## src/rtl/core/llde_pkg.sv

```systemverilog
// Shared types, codes and the generator step of the lossy link emulator.
package llde_pkg;

  localparam logic [2:0] REQ_SEND       = 3'd0;
  localparam logic [2:0] REQ_POLL       = 3'd1;
  localparam logic [2:0] REQ_CONNECT    = 3'd2;
  localparam logic [2:0] REQ_LISTEN     = 3'd3;
  localparam logic [2:0] REQ_DISCONNECT = 3'd4;

  localparam logic [1:0] KIND_NONE         = 2'd0;
  localparam logic [1:0] KIND_CONNECTED    = 2'd1;
  localparam logic [1:0] KIND_MESSAGE      = 2'd2;
  localparam logic [1:0] KIND_DISCONNECTED = 2'd3;

  localparam logic [1:0] CFG_LATENCY = 2'd0;
  localparam logic [1:0] CFG_JITTER  = 2'd1;
  localparam logic [1:0] CFG_LOSS    = 2'd2;
  localparam logic [1:0] CFG_SEED    = 2'd3;

  localparam logic [1:0]  CHAN_UNRELIABLE = 2'd1;
  localparam logic [15:0] VIRTUAL_PEER    = 16'd1;
  localparam logic [31:0] SEED_DEFAULT    = 32'h9E37_79B9;
  localparam logic [15:0] DROP_MAX        = 16'hFFFF;

  typedef enum logic [3:0] {
    ST_IDLE, ST_LOSS, ST_JIT, ST_DIV, ST_CALC, ST_INS,
    ST_SRD, ST_SCHK, ST_FRD, ST_FCHK, ST_END
  } state_t;

  typedef struct packed {
    logic [1:0]  kind;
    logic [1:0]  chan;
    logic [31:0] tag;
    logic [15:0] size;
  } event_t;

  typedef struct packed {
    logic [7:0]  left;
    logic [1:0]  chan;
    logic [31:0] tag;
    logic [15:0] size;
  } slot_t;

  function automatic logic [31:0] xorshift(input logic [31:0] v);
    logic [31:0] x;
    x = v ^ (v << 13);
    x = x ^ (x >> 17);
    x = x ^ (x << 5);
    return x;
  endfunction

endpackage

```

## src/rtl/core/lossy_link_delay_emulator_top.sv

```systemverilog
// Lossy loopback link emulator: delay table and event FIFO in block memories.
// Send, connect, listen, disconnect: done in idle; an unreliable send with jitter
// takes a loss draw (if set), a jitter draw, the bit-serial modulo (32 steps), the
// delay sum and the insert. Poll reads and checks each delay entry, then each FIFO
// entry, then ends; results are strobed one cycle each and cannot be stalled.
// rst_n is synchronous, active low; memories need no clearing pass.
module lossy_link_delay_emulator_top #(
  parameter int DELAY_SLOTS = 16,
  parameter int FIFO_SLOTS  = 16
) (
  input  logic        clk,
  input  logic        rst_n,
  input  logic        start,
  output logic        busy,
  input  logic [2:0]  in_req_type,
  input  logic [15:0] in_target_peer,
  input  logic [1:0]  in_channel_code,
  input  logic [31:0] in_message_tag,
  input  logic [15:0] in_message_size,
  output logic        out_valid,
  output logic [1:0]  out_event_kind,
  output logic [15:0] out_event_peer,
  output logic [1:0]  out_event_channel,
  output logic [31:0] out_event_tag,
  output logic [15:0] out_event_size,
  output logic        out_last_event,
  output logic        out_server_mode,
  output logic        out_peer_present,
  output logic [15:0] out_overflow_drops,
  input  logic        cfg_valid,
  output logic        cfg_ready,
  input  logic [1:0]  cfg_index,
  input  logic [31:0] cfg_data
);

  localparam int SIW = $clog2(DELAY_SLOTS);
  localparam int SCW = $clog2(DELAY_SLOTS + 1);
  localparam int FIW = $clog2(FIFO_SLOTS);
  localparam int FCW = $clog2(FIFO_SLOTS + 1);

  llde_pkg::state_t state_r, state_nxt;

  logic [6:0]  lat_r, jit_r;
  logic [24:0] thr_r;
  logic [31:0] rng_r, last_seed_r;
  logic        srv_r, link_r;
  logic [SCW-1:0] slot_cnt_r;
  logic [SIW-1:0] i_r, w_r;
  logic [FIW-1:0] head_r;
  logic [FCW-1:0] fcnt_r;
  logic [15:0] drop_r;
  logic [31:0] tag_r, div_r;
  logic [15:0] size_r;
  logic [1:0]  chan_r;
  logic [7:0]  rem_r, dly_r;
  logic [4:0]  bit_r;
  llde_pkg::event_t pend_r, ev_out_r;
  logic        pend_vld_r, out_valid_r, out_last_r;

  // memories
  llde_pkg::slot_t  slot_mem [DELAY_SLOTS];
  llde_pkg::event_t fifo_mem [FIFO_SLOTS];
  llde_pkg::slot_t  slot_rd;
  llde_pkg::event_t fifo_rd;
  logic             slot_we, fifo_we;
  logic [SIW-1:0]   slot_wa, slot_ra;
  logic [FIW-1:0]   fifo_wa;
  llde_pkg::slot_t  slot_wd;
  llde_pkg::event_t fifo_wd;

  always_ff @(posedge clk) begin
    if (slot_we) slot_mem[slot_wa] <= slot_wd;
    slot_rd <= slot_mem[slot_ra];
  end

  always_ff @(posedge clk) begin
    if (fifo_we) fifo_mem[fifo_wa] <= fifo_wd;
    fifo_rd <= fifo_mem[head_r];
  end

  logic        accept, active, peer_ok, s_last, f_last, emit_vld;
  logic [31:0] draw;
  logic [7:0]  span;
  logic [8:0]  trial;
  logic [9:0]  dsum;
  logic [FCW:0] fpos;
  logic [FIW:0] head_inc;
  llde_pkg::event_t emit_ev;

  assign accept   = start && !busy;
  assign active   = (lat_r != 7'd0) || (jit_r != 7'd0) || (thr_r != 25'd0);
  assign peer_ok  = in_target_peer == llde_pkg::VIRTUAL_PEER;
  assign draw     = llde_pkg::xorshift(rng_r);
  assign span     = {jit_r, 1'b1};
  assign trial    = {rem_r, div_r[31]};
  assign dsum     = {3'd0, lat_r} + {2'd0, rem_r};
  assign s_last   = {1'b0, i_r} == SCW'(slot_cnt_r - 1'b1);
  assign f_last   = fcnt_r == FCW'(1);
  assign fpos     = (FCW+1)'(head_r) + (FCW+1)'(fcnt_r);
  assign head_inc = (FIW+1)'(head_r) + 1'b1;

  // next state
  always_comb begin
    state_nxt = state_r;
    case (state_r)
      llde_pkg::ST_IDLE: begin
        if (accept) begin
          case (in_req_type)
            llde_pkg::REQ_SEND:
              if (link_r && peer_ok && active
                  && in_channel_code == llde_pkg::CHAN_UNRELIABLE) begin
                if (thr_r != 25'd0)      state_nxt = llde_pkg::ST_LOSS;
                else if (jit_r != 7'd0)  state_nxt = llde_pkg::ST_JIT;
                else                     state_nxt = llde_pkg::ST_INS;
              end
            llde_pkg::REQ_POLL:
              if (slot_cnt_r != '0)     state_nxt = llde_pkg::ST_SRD;
              else if (fcnt_r != '0)    state_nxt = llde_pkg::ST_FRD;
              else                      state_nxt = llde_pkg::ST_END;
            default: state_nxt = llde_pkg::ST_IDLE;
          endcase
        end
      end
      llde_pkg::ST_LOSS: begin
        if (draw[31:8] < thr_r)   state_nxt = llde_pkg::ST_IDLE;
        else if (jit_r != 7'd0)   state_nxt = llde_pkg::ST_JIT;
        else                      state_nxt = llde_pkg::ST_INS;
      end
      llde_pkg::ST_JIT:  state_nxt = llde_pkg::ST_DIV;
      llde_pkg::ST_DIV:  if (bit_r == 5'd31) state_nxt = llde_pkg::ST_CALC;
      llde_pkg::ST_CALC: state_nxt = llde_pkg::ST_INS;
      llde_pkg::ST_INS:  state_nxt = llde_pkg::ST_IDLE;
      llde_pkg::ST_SRD:  state_nxt = llde_pkg::ST_SCHK;
      llde_pkg::ST_SCHK: begin
        if (!s_last)            state_nxt = llde_pkg::ST_SRD;
        else if (fcnt_r != '0)  state_nxt = llde_pkg::ST_FRD;
        else                    state_nxt = llde_pkg::ST_END;
      end
      llde_pkg::ST_FRD:  state_nxt = llde_pkg::ST_FCHK;
      llde_pkg::ST_FCHK: state_nxt = f_last ? llde_pkg::ST_END : llde_pkg::ST_FRD;
      llde_pkg::ST_END:  state_nxt = llde_pkg::ST_IDLE;
      default:           state_nxt = llde_pkg::ST_IDLE;
    endcase
  end

  // memory control and emitted events
  always_comb begin
    fifo_we  = 1'b0;
    fifo_wd  = '0;
    slot_we  = 1'b0;
    slot_wa  = SIW'(slot_cnt_r);
    slot_wd  = '{left: dly_r, chan: chan_r, tag: tag_r, size: size_r};
    slot_ra  = i_r;
    emit_vld = 1'b0;
    emit_ev  = '0;
    fifo_wa  = (fpos >= (FCW+1)'(FIFO_SLOTS)) ? FIW'(fpos - (FCW+1)'(FIFO_SLOTS))
                                              : FIW'(fpos);
    case (state_r)
      llde_pkg::ST_IDLE: begin
        if (accept) begin
          case (in_req_type)
            llde_pkg::REQ_SEND: begin
              fifo_wd = '{kind: llde_pkg::KIND_MESSAGE, chan: in_channel_code,
                          tag: in_message_tag, size: in_message_size};
              fifo_we = link_r && peer_ok
                        && !(active && in_channel_code == llde_pkg::CHAN_UNRELIABLE);
            end
            llde_pkg::REQ_CONNECT, llde_pkg::REQ_LISTEN: begin
              fifo_wd.kind = llde_pkg::KIND_CONNECTED;
              fifo_we      = 1'b1;
            end
            llde_pkg::REQ_DISCONNECT: begin
              fifo_wd.kind = llde_pkg::KIND_DISCONNECTED;
              fifo_we      = link_r && peer_ok;
            end
            default: fifo_we = 1'b0;
          endcase
          if (fcnt_r >= FCW'(FIFO_SLOTS)) fifo_we = 1'b0;
        end
      end
      llde_pkg::ST_INS: slot_we = slot_cnt_r < SCW'(DELAY_SLOTS);
      llde_pkg::ST_SCHK: begin
        if (slot_rd.left == 8'd0) begin
          emit_vld = 1'b1;
          emit_ev  = '{kind: llde_pkg::KIND_MESSAGE, chan: slot_rd.chan,
                       tag: slot_rd.tag, size: slot_rd.size};
        end else begin
          slot_we      = 1'b1;
          slot_wa      = w_r;
          slot_wd      = slot_rd;
          slot_wd.left = slot_rd.left - 8'd1;
        end
      end
      llde_pkg::ST_FCHK: begin
        emit_vld = 1'b1;
        emit_ev  = fifo_rd;
      end
      default: emit_vld = 1'b0;
    endcase
  end

  logic full_drop;
  assign full_drop = (state_r == llde_pkg::ST_IDLE && accept && !fifo_we
                      && fcnt_r >= FCW'(FIFO_SLOTS)
                      && ((in_req_type == llde_pkg::REQ_SEND && link_r && peer_ok
                           && !(active && in_channel_code == llde_pkg::CHAN_UNRELIABLE))
                          || in_req_type == llde_pkg::REQ_CONNECT
                          || in_req_type == llde_pkg::REQ_LISTEN
                          || (in_req_type == llde_pkg::REQ_DISCONNECT
                              && link_r && peer_ok)))
                     || (state_r == llde_pkg::ST_INS && !slot_we);

  always_ff @(posedge clk) begin
    if (!rst_n) begin
      state_r     <= llde_pkg::ST_IDLE;
      lat_r       <= '0;
      jit_r       <= '0;
      thr_r       <= '0;
      rng_r       <= llde_pkg::SEED_DEFAULT;
      last_seed_r <= '0;
      srv_r       <= 1'b0;
      link_r      <= 1'b0;
      slot_cnt_r  <= '0;
      head_r      <= '0;
      fcnt_r      <= '0;
      drop_r      <= '0;
      pend_vld_r  <= 1'b0;
      out_valid_r <= 1'b0;
    end else begin
      state_r     <= state_nxt;
      out_valid_r <= (state_r == llde_pkg::ST_END) || (emit_vld && pend_vld_r);
      if (cfg_valid) begin
        case (cfg_index)
          llde_pkg::CFG_LATENCY: lat_r <= cfg_data[6:0];
          llde_pkg::CFG_JITTER:  jit_r <= cfg_data[6:0];
          llde_pkg::CFG_LOSS:    thr_r <= cfg_data[24:0];
          llde_pkg::CFG_SEED:
            if (cfg_data != last_seed_r) begin
              rng_r       <= (cfg_data != 32'd0) ? cfg_data : llde_pkg::SEED_DEFAULT;
              last_seed_r <= cfg_data;
            end
          default: lat_r <= lat_r;
        endcase
      end
      if (full_drop && drop_r != llde_pkg::DROP_MAX) drop_r <= drop_r + 16'd1;
      if (fifo_we) fcnt_r <= fcnt_r + 1'b1;
      if (slot_we && state_r == llde_pkg::ST_INS) slot_cnt_r <= slot_cnt_r + 1'b1;
      case (state_r)
        llde_pkg::ST_IDLE:
          if (accept) begin
            if (in_req_type == llde_pkg::REQ_CONNECT || in_req_type == llde_pkg::REQ_LISTEN)
            begin
              srv_r  <= in_req_type == llde_pkg::REQ_LISTEN;
              link_r <= 1'b1;
            end
            if (in_req_type == llde_pkg::REQ_DISCONNECT && link_r && peer_ok)
              link_r <= 1'b0;
          end
        llde_pkg::ST_LOSS: rng_r <= draw;
        llde_pkg::ST_JIT:  rng_r <= draw;
        llde_pkg::ST_SCHK:
          if (s_last) slot_cnt_r <= SCW'(w_r) + SCW'(slot_rd.left != 8'd0);
        llde_pkg::ST_FCHK: begin
          head_r <= (head_inc >= (FIW+1)'(FIFO_SLOTS)) ? '0 : FIW'(head_inc);
          fcnt_r <= fcnt_r - 1'b1;
        end
        llde_pkg::ST_END: begin
          out_last_r  <= 1'b1;
          ev_out_r    <= pend_vld_r ? pend_r : '0;
          pend_vld_r  <= 1'b0;
        end
        default: pend_vld_r <= pend_vld_r;
      endcase
      // one result held back so the final one can carry the last flag
      if (emit_vld) begin
        pend_r     <= emit_ev;
        pend_vld_r <= 1'b1;
        if (pend_vld_r) begin
          out_last_r  <= 1'b0;
          ev_out_r    <= pend_r;
        end
      end
    end
  end

  // payload registers
  always_ff @(posedge clk) begin
    case (state_r)
      llde_pkg::ST_IDLE: begin
        tag_r  <= in_message_tag;
        size_r <= in_message_size;
        chan_r <= in_channel_code;
        dly_r  <= {1'b0, lat_r};
        i_r    <= '0;
        w_r    <= '0;
      end
      llde_pkg::ST_LOSS: dly_r <= {1'b0, lat_r};
      llde_pkg::ST_JIT: begin
        div_r <= draw;
        rem_r <= '0;
        bit_r <= '0;
      end
      llde_pkg::ST_DIV: begin
        div_r <= div_r << 1;
        rem_r <= (trial >= {1'b0, span}) ? 8'(trial - {1'b0, span}) : trial[7:0];
        bit_r <= bit_r + 5'd1;
      end
      llde_pkg::ST_CALC:
        dly_r <= (dsum >= {3'd0, jit_r}) ? 8'(dsum - {3'd0, jit_r}) : 8'd0;
      llde_pkg::ST_SCHK: begin
        i_r <= i_r + 1'b1;
        if (slot_rd.left != 8'd0) w_r <= w_r + 1'b1;
      end
      default: dly_r <= dly_r;
    endcase
  end

  assign busy               = state_r != llde_pkg::ST_IDLE;
  assign cfg_ready          = 1'b1;
  assign out_valid          = out_valid_r;
  assign out_event_kind     = ev_out_r.kind;
  assign out_event_peer     = (ev_out_r.kind != llde_pkg::KIND_NONE)
                              ? llde_pkg::VIRTUAL_PEER : 16'd0;
  assign out_event_channel  = ev_out_r.chan;
  assign out_event_tag      = ev_out_r.tag;
  assign out_event_size     = ev_out_r.size;
  assign out_last_event     = out_last_r;
  assign out_server_mode    = srv_r;
  assign out_peer_present   = link_r;
  assign out_overflow_drops = drop_r;

`ifndef SYNTHESIS
  a_slot_bound: assert property (@(posedge clk) disable iff (!rst_n)
    slot_cnt_r <= SCW'(DELAY_SLOTS)) else $error("delay table count overrun");
  a_fifo_bound: assert property (@(posedge clk) disable iff (!rst_n)
    fcnt_r <= FCW'(FIFO_SLOTS)) else $error("event queue count overrun");
  a_empty_last: assert property (@(posedge clk) disable iff (!rst_n)
    out_valid && out_event_kind == llde_pkg::KIND_NONE |-> out_last_event)
    else $error("empty poll result without last flag");
  a_last_idle: assert property (@(posedge clk) disable iff (!rst_n)
    out_valid && out_last_event |-> !busy) else $error("poll ended while still busy");
`endif

endmodule
```

## config.mk

```make
export PLATFORM = sky130hd
export DESIGN_NAME = lossy_link_delay_emulator_top
export DESIGN_NICKNAME = d
export VERILOG_FILES = /design/src/rtl/core/llde_pkg.sv /design/src/rtl/core/lossy_link_delay_emulator_top.sv
export SDC_FILE = /design/constraint.sdc
export NUM_CORES = 2
export LEC_CHECK = 0
export BUFFER_PORTS_ARGS = -buffer_cell sky130_fd_sc_hd__buf_2
export CAP_MARGIN = 25
export CORE_ASPECT_RATIO = 1.4
export CORE_MARGIN = 2
export CORE_UTILIZATION = 60
export CTS_CLUSTER_SIZE = 28
export DETAILED_ROUTE_END_ITERATION = 10
export GPL_TIMING_DRIVEN = 0
export PLACE_DENSITY_LB_ADDON = 0.08
export SLEW_MARGIN = 0
export SYNTH_ARGS = -nofsm -noshare
export SYNTH_HDL_FRONTEND = slang
export SYNTH_SLANG_ARGS = --single-unit
```

## constraint.sdc

```tcl
create_clock -name clk -period 6.98 [get_ports clk]
set_input_delay 0.698 -clock clk [delete_from_list [all_inputs] [get_ports clk]]
set_output_delay 0.698 -clock clk [all_outputs]
set_load 0.01 [all_outputs]
```

### Word level (Yosys, flattened, before mapping)

Memory sizes are Yosys's and may differ from the RTL's. A register that Yosys moved wholly into a read port is not among the register bits.
Cells that the tools add are included.

* add/subtract/negate cells: 16
* order comparisons: 7
* equality and inequality tests: 28
* multiplexer cells: 67
* bitwise logic cells: 3
* reduce and logical (&&, ||, !) cells: 66

Operator list (number)
* 2-to-1 mux 52 bit: 7
* 2-to-1 mux 32 bit: 5
* 2-to-1 mux 58 bit: 2
* case mux 52 bit (2 select lines): 1
* case mux 32 bit (2 select lines): 1
* bitwise XOR 32 bit: 2
* 2-to-1 mux 50 bit: 1
* 2-to-1 mux 4 bit: 11
* case mux 4 bit (9 select lines): 1
* != test 32 bit: 1
* case mux 8 bit (2 select lines): 2
* nonzero test 32 bit: 1
* bitwise XOR 32 x 15 -> 32 bit: 1
* less-than comparator 24 x 25 -> 1 bit: 1
* 2-to-1 mux 5 bit: 5
* nonzero test 25 bit: 1
* case mux 4 bit (2 select lines): 3
* nonzero test 2 bit: 10
* logical AND 1 bit: 19
* 2-to-1 mux 1 bit: 17
* adder 16 x 1 -> 16 bit (second input constant): 1
* == test 16 x 1 -> 1 bit (second input constant): 1
* == test 4 x 3 -> 1 bit (second input constant): 4
* 2-to-1 mux 8 bit: 2
* 49 further kinds: 87

* register bits: 357
* memory bits (writable): 1760
* output and inout port bits: 90
* word-level logic and storage cells: 221
* memories: 2

Memory list
* slot_mem: depth 16, bits a word 58, rd ports 1, clocked after Yosys merged registers in 1, wr ports 1, RTL line lossy_link_delay_emulator_top.sv:61 `llde_pkg::slot_t slot_mem [DELAY_SLOTS];`
* fifo_mem: depth 16, bits a word 52, rd ports 1, clocked after Yosys merged registers in 1, wr ports 1, RTL line lossy_link_delay_emulator_top.sv:62 `llde_pkg::event_t fifo_mem [FIFO_SLOTS];`

### Longest topological paths before layout

* word-level depth: 16
* depth in mapped cells: 16
* gate-level depth less buffers: 16

### Worst setup path before layout

OpenSTA, ideal clock, no wires.

* kind: flip-flop to flip-flop
* start point: register, netlist name slot_rd[50]
* end point: memory slot_mem[3][0] (netlist bit) (enable)
* data arrival time: 5.028 ns
* data required time: 6.487 ns
* slack: 1.459 ns
* cell stages (with the launch flop): 11
* path through: dfxtp_1 > inv_1 > ha_1 > or3b_1 > or3_1 > or3_1 > clkbuf_1 > nand2_1 > buf_2 > nand3_1 > a21oi_1

* longest elaborated chain between the ends: 5
* elaborated cells on any way between the ends: 7

RTL lines
* logical NOT 8 bit *: RTL line lossy_link_delay_emulator_top.sv:183 `if (slot_rd.left == 8'd0) begin`
* 2-to-1 mux 1 bit: RTL line lossy_link_delay_emulator_top.sv:183
* case mux 1 bit (2 select lines): RTL line lossy_link_delay_emulator_top.sv:158 `case (state_r)`
* 2-to-1 mux 1 bit: RTL line lossy_link_delay_emulator_top.sv:72 `if (slot_we) slot_mem[slot_wa] <= slot_wd;`
* 2-to-1 mux 1 bit (not written as such): RTL line lossy_link_delay_emulator_top.sv:72
* end, declared: RTL line lossy_link_delay_emulator_top.sv:61

Every way passes the cells marked *; elsewhere a longest branch is shown, timed or not.

### Worst setup path after layout

* start point: register, netlist name slot_rd[50]
* end point: memory slot_mem[10][12] (netlist bit) (enable)

* longest elaborated chain between the ends: 5
* elaborated cells on any way between the ends: 7

RTL lines (RTL line)
* logical NOT 8 bit *: lossy_link_delay_emulator_top.sv:183
* 2-to-1 mux 1 bit: lossy_link_delay_emulator_top.sv:183
* case mux 1 bit (2 select lines): lossy_link_delay_emulator_top.sv:158
* 2-to-1 mux 1 bit: lossy_link_delay_emulator_top.sv:72
* 2-to-1 mux 1 bit (not written as such): lossy_link_delay_emulator_top.sv:72

Marked as above.

==> flow_metrics.py <==
metrics = {
    "outcome": {
        "status": "finished clean",
    },
    "floorplanning": {
        "rows": 165,
        "die_x_um": 325.6,
        "ios": 197,
        "core-area_mm2": 0.1441,
        "die_area_mm2": 0.1479,
        "start_util": 0.6028,
        "die_h_um": 454.2,
    },
    "route": {
        "drc": 0,
        "wirelength_met1_um": 83530,
        "top_layer": "met4",
        "firstDrtPassIters": 5,
        "via_per_inst": 6.433,
        "drtIter0Drc": 5169,
        "wl_met3_um": 18440,
        "vias": 45840,
        "wl_met2_um": 114700,
        "wl_um": 223400,
        "routedWlPerCell_um": 31.35,
        "antenna_left": 0,
    },
    "sta": {
        "finalMaxSlewViolations": 0,
        "rsz0062_at_grt": "false",
        "min_period_ns": 5.121,
        "min_period_over_period": 0.7337,
        "max_slew.worst_pin.slew_ns": 1.047,
        "hold_viol": 0,
        "fin_hold_ws_ns": 0.09963,
        "clock_skew_ns": 0.02177,
        "slew-limit-headroom": 0.2995,
        "fmax_mhz": 195.3,
        "setup_ws_ns": 1.859,
        "setup_viol": 0,
    },
    "clock_tree": {
        "clock-sinks": 2227,
        "worstSkewPairLatency_ns": 0.83,
        "cts-htree-levels": 4,
        "holdBufCountCts": 0,
        "cts_buffer_depth": 3,
        "cts-buffers-inserted": 198,
        "cts_resized": 0,
        "cts_tree": "built",
        "cts_root_buffer": "clkbuf_16",
        "post_cts_buffers": 0,
        "clk_pin_slew_ns": 0.06,
    },
    "power": {
        "power.leakage_nw": 31.72,
        "p_switching_mw": 6.783,
        "ir_drop_v": 0.0002748,
        "p_per_area_mw_per_mm2": 292.4,
        "clkPwrFrac": 0.373,
        "seq_power_share": 0.526,
        "power_frac_comb": 0.101,
        "intPower_mw": 22.26,
        "swShare": 0.2335,
    },
    "logic_synthesis": {
        "avgSynthCellArea_um2": 19.26,
        "synth_area_mm2": 0.08686,
        "async_flop_share": 0,
        "synthDistinctLibCells": 75,
        "ys.flop_type": "edfxtp_1",
        "syn_inst": 4510,
        "ys_seq_area_frac": 0.7410,
        "synth_edf_count": 1976,
        "ys_ff_latch": 2227,
        "yosysWarnings": 0,
    },
    "placement": {
        "dp_slack_ns": 1.858,
        "dpl.hpwl_um": 151200,
        "placedInstanceArea_mm2": 0.09284,
        "io_buffers": 174,
        "routabilityCongestion": 0.8822,
        "dpl.cell_count": 6750,
    },
    "worst_setup_path": {
        "cp_max_fo": 22,
        "critical_path.cell_chain": "inv_1 > ha_1 > or3b_1 > or3_1 > or3_1 > clkbuf_1 > nand2_1 > buf_2 > a21oi_1 > nor2_4 > buf_16 > buf_12 > buf_12",
        "slowest_delay_ns": 0.66,
        "slowest_stage": "nand2_1",
        "crit_required_ns": 7.49,
        "arrival_ns": 5.63,
        "cp-end-kind": "flip-flop",
        "worst_setup_path_start_kind": "flip-flop",
        "worstSetupPathType": "reg -> reg",
    },
    "global_routing": {
        "grt_max_degree": 56,
        "antenna_found_initial": 4,
        "track_usage": 0.3058,
        "grt_pass1_wl_um": 320200,
        "grt_overflow_total": 0,
        "grt_pass1_vias": 45820,
    },
    "layout": {
        "nets": 5212,
        "final_core_util": 0.6893,
        "syn_to_final_growth_pct": 14.36,
        "post-route-cell-area_mm2": 0.09934,
        "layout.cells.non_filler": 7126,
        "drive_above_1_share": 0.2381,
    },
    "hold_path": {
        "hold_class": "in -> reg",
    },
    "run": {
        "drv_cap": 0,
    },
}
-- critical path: cells and delay by family (launching register included) --
kind | cells | cell delay, ns
simple gates | 5 | 2.35
buf+inv | 6 | 1.52
compound gates | 1 | 0.37
flops | 1 | 0.35
fa+ha+maj | 1 | 0.16
-- placed cells by master, fill, tap and decap left out, types with 16 or more instances in the layout --
cell type	n
a21oi_1	106
a22o_1	102
and2_1	62
buf_1	49
buf_12	60
buf_2	198
buf_4	25
buf_8	50
bufinv_16	16
clkbuf_1	213
clkbuf_16	203
clkbuf_8	19
clkinv_1	32
clkinv_2	30
conb_1	16
dfxtp_1	251
edfxtp_1	1976
ha_1	64
inv_1	81
mux2i_1	58
mux4_2	550
nand2_1	294
nand2b_1	16
nand3_1	48
nand4_1	21
nor2_1	180
nor2_4	32
nor3_1	28
nor4_1	24
o21ai_0	41
o22ai_1	28
xnor2_1	124
xor2_1	23
-- power by group through the flow --
stage	clock network, mW	logic [mW]	registers [mW]
floorplan	0	1.88	15.3
global placement	0	2.77	15.5
detailed placement	0	2.92	15.5
CTS	10.9	2.93	15.3
global route	11.4	3.15	15.3
finish	10.8	2.94	15.3
-- path summary, 6_finish.rpt --
check,start,slack [ns],to,cells past startpoint
max,slot_rd[50]$_DFF_P_,1.86,slot_mem[10][12]$_DFFE_PP_,13
min reg2reg,thr_r[12]$_SDFFE_PN0P_,0.47,thr_r[12]$_SDFFE_PN0P_,2
max reg2reg,slot_rd[50]$_DFF_P_,1.86,slot_mem[10][12]$_DFFE_PP_,13
min,in_message_tag[11],0.1,tag_r[11]$_DFFE_PP_,1
-- cell type report --
| class | instances | area (um2) |
|---|---|---|
| clock buffers | 275 | 5540 |
| repair buffers | 313 | 3359 |
| multi-input cells | 1963 | 21440 |
| diodes | 3 | 7.507 |
| fillers | 9284 | 44770 |
| flip-flops and latches | 2227 | 64360 |
| well taps | 1920 | 2402 |
| plain buffers | 252 | 1059 |
| clock inverters | 91 | 853.3 |
| inverters | 82 | 312.8 |
-- state kept, by name (all words and copies together) (netlist names), 25 cells and up --
register	flops
slot_mem	928
fifo_mem	832
slot_rd	58
fifo_rd	52
pend_r	52
div_r	32
last_seed_r	32
out_event_tag	32
rng_r	32
tag_r	32
thr_r	25
-- synth_stat cells (28+ instances only) --
library cell,count,area share
a21oi_1,107,0.0062
a22o_1,102,0.010
and2_1,63,0.0045
buf_1,49,0.0021
clkbuf_1,160,0.0069
dfxtp_1,251,0.058
edfxtp_1,1976,0.68
ha_1,64,0.0092
inv_1,81,0.0035
mux2i_1,58,0.0067
mux4_2,550,0.14
nand2_1,294,0.013
nand3_1,48,0.0028
nor2_1,213,0.0092
nor3_1,28,0.0016
o21ai_0,42,0.0024
o22ai_1,28,0.0020
xnor2_1,124,0.013
-- metal layers --
layer	global-route usage	up-vias
met5	0	-
met4	0.09425	0
met3	0.05729	369
met2	0.5238	2179
met1	0.4026	24190
li1	-	19100
-- stage by stage --
stage          TNS [ns]  power [mW]
2_1_floorplan         0       17.23
3_3_place_gp   -3707.77       18.31
3_5_place_dp          0       18.45
4_1_cts               0       29.11
5_1_grt               0       29.83
6_report              0       29.04
-- cell families (layout without fill, tap and decap cells) --
logic type / count (synthesis) / count (layout) / synth area share
and+or+nand+nor: 760 / 760 / 0.03976
xor gates and xnor gates: 148 / 148 / 0.01508
adders and majority gates: 68 / 68 / 0.01014
AOI/OAI and AO/OA: 361 / 361 / 0.02859
buffers and inverters: 334 / 1013 / 0.01579
muxes: 610 / 610 / 0.1496
DFF: 2227 / 2227 / 0.7410
other: 2 / 19 / 0.00008646
Note: power is estimated with default switching activity, not from simulation.
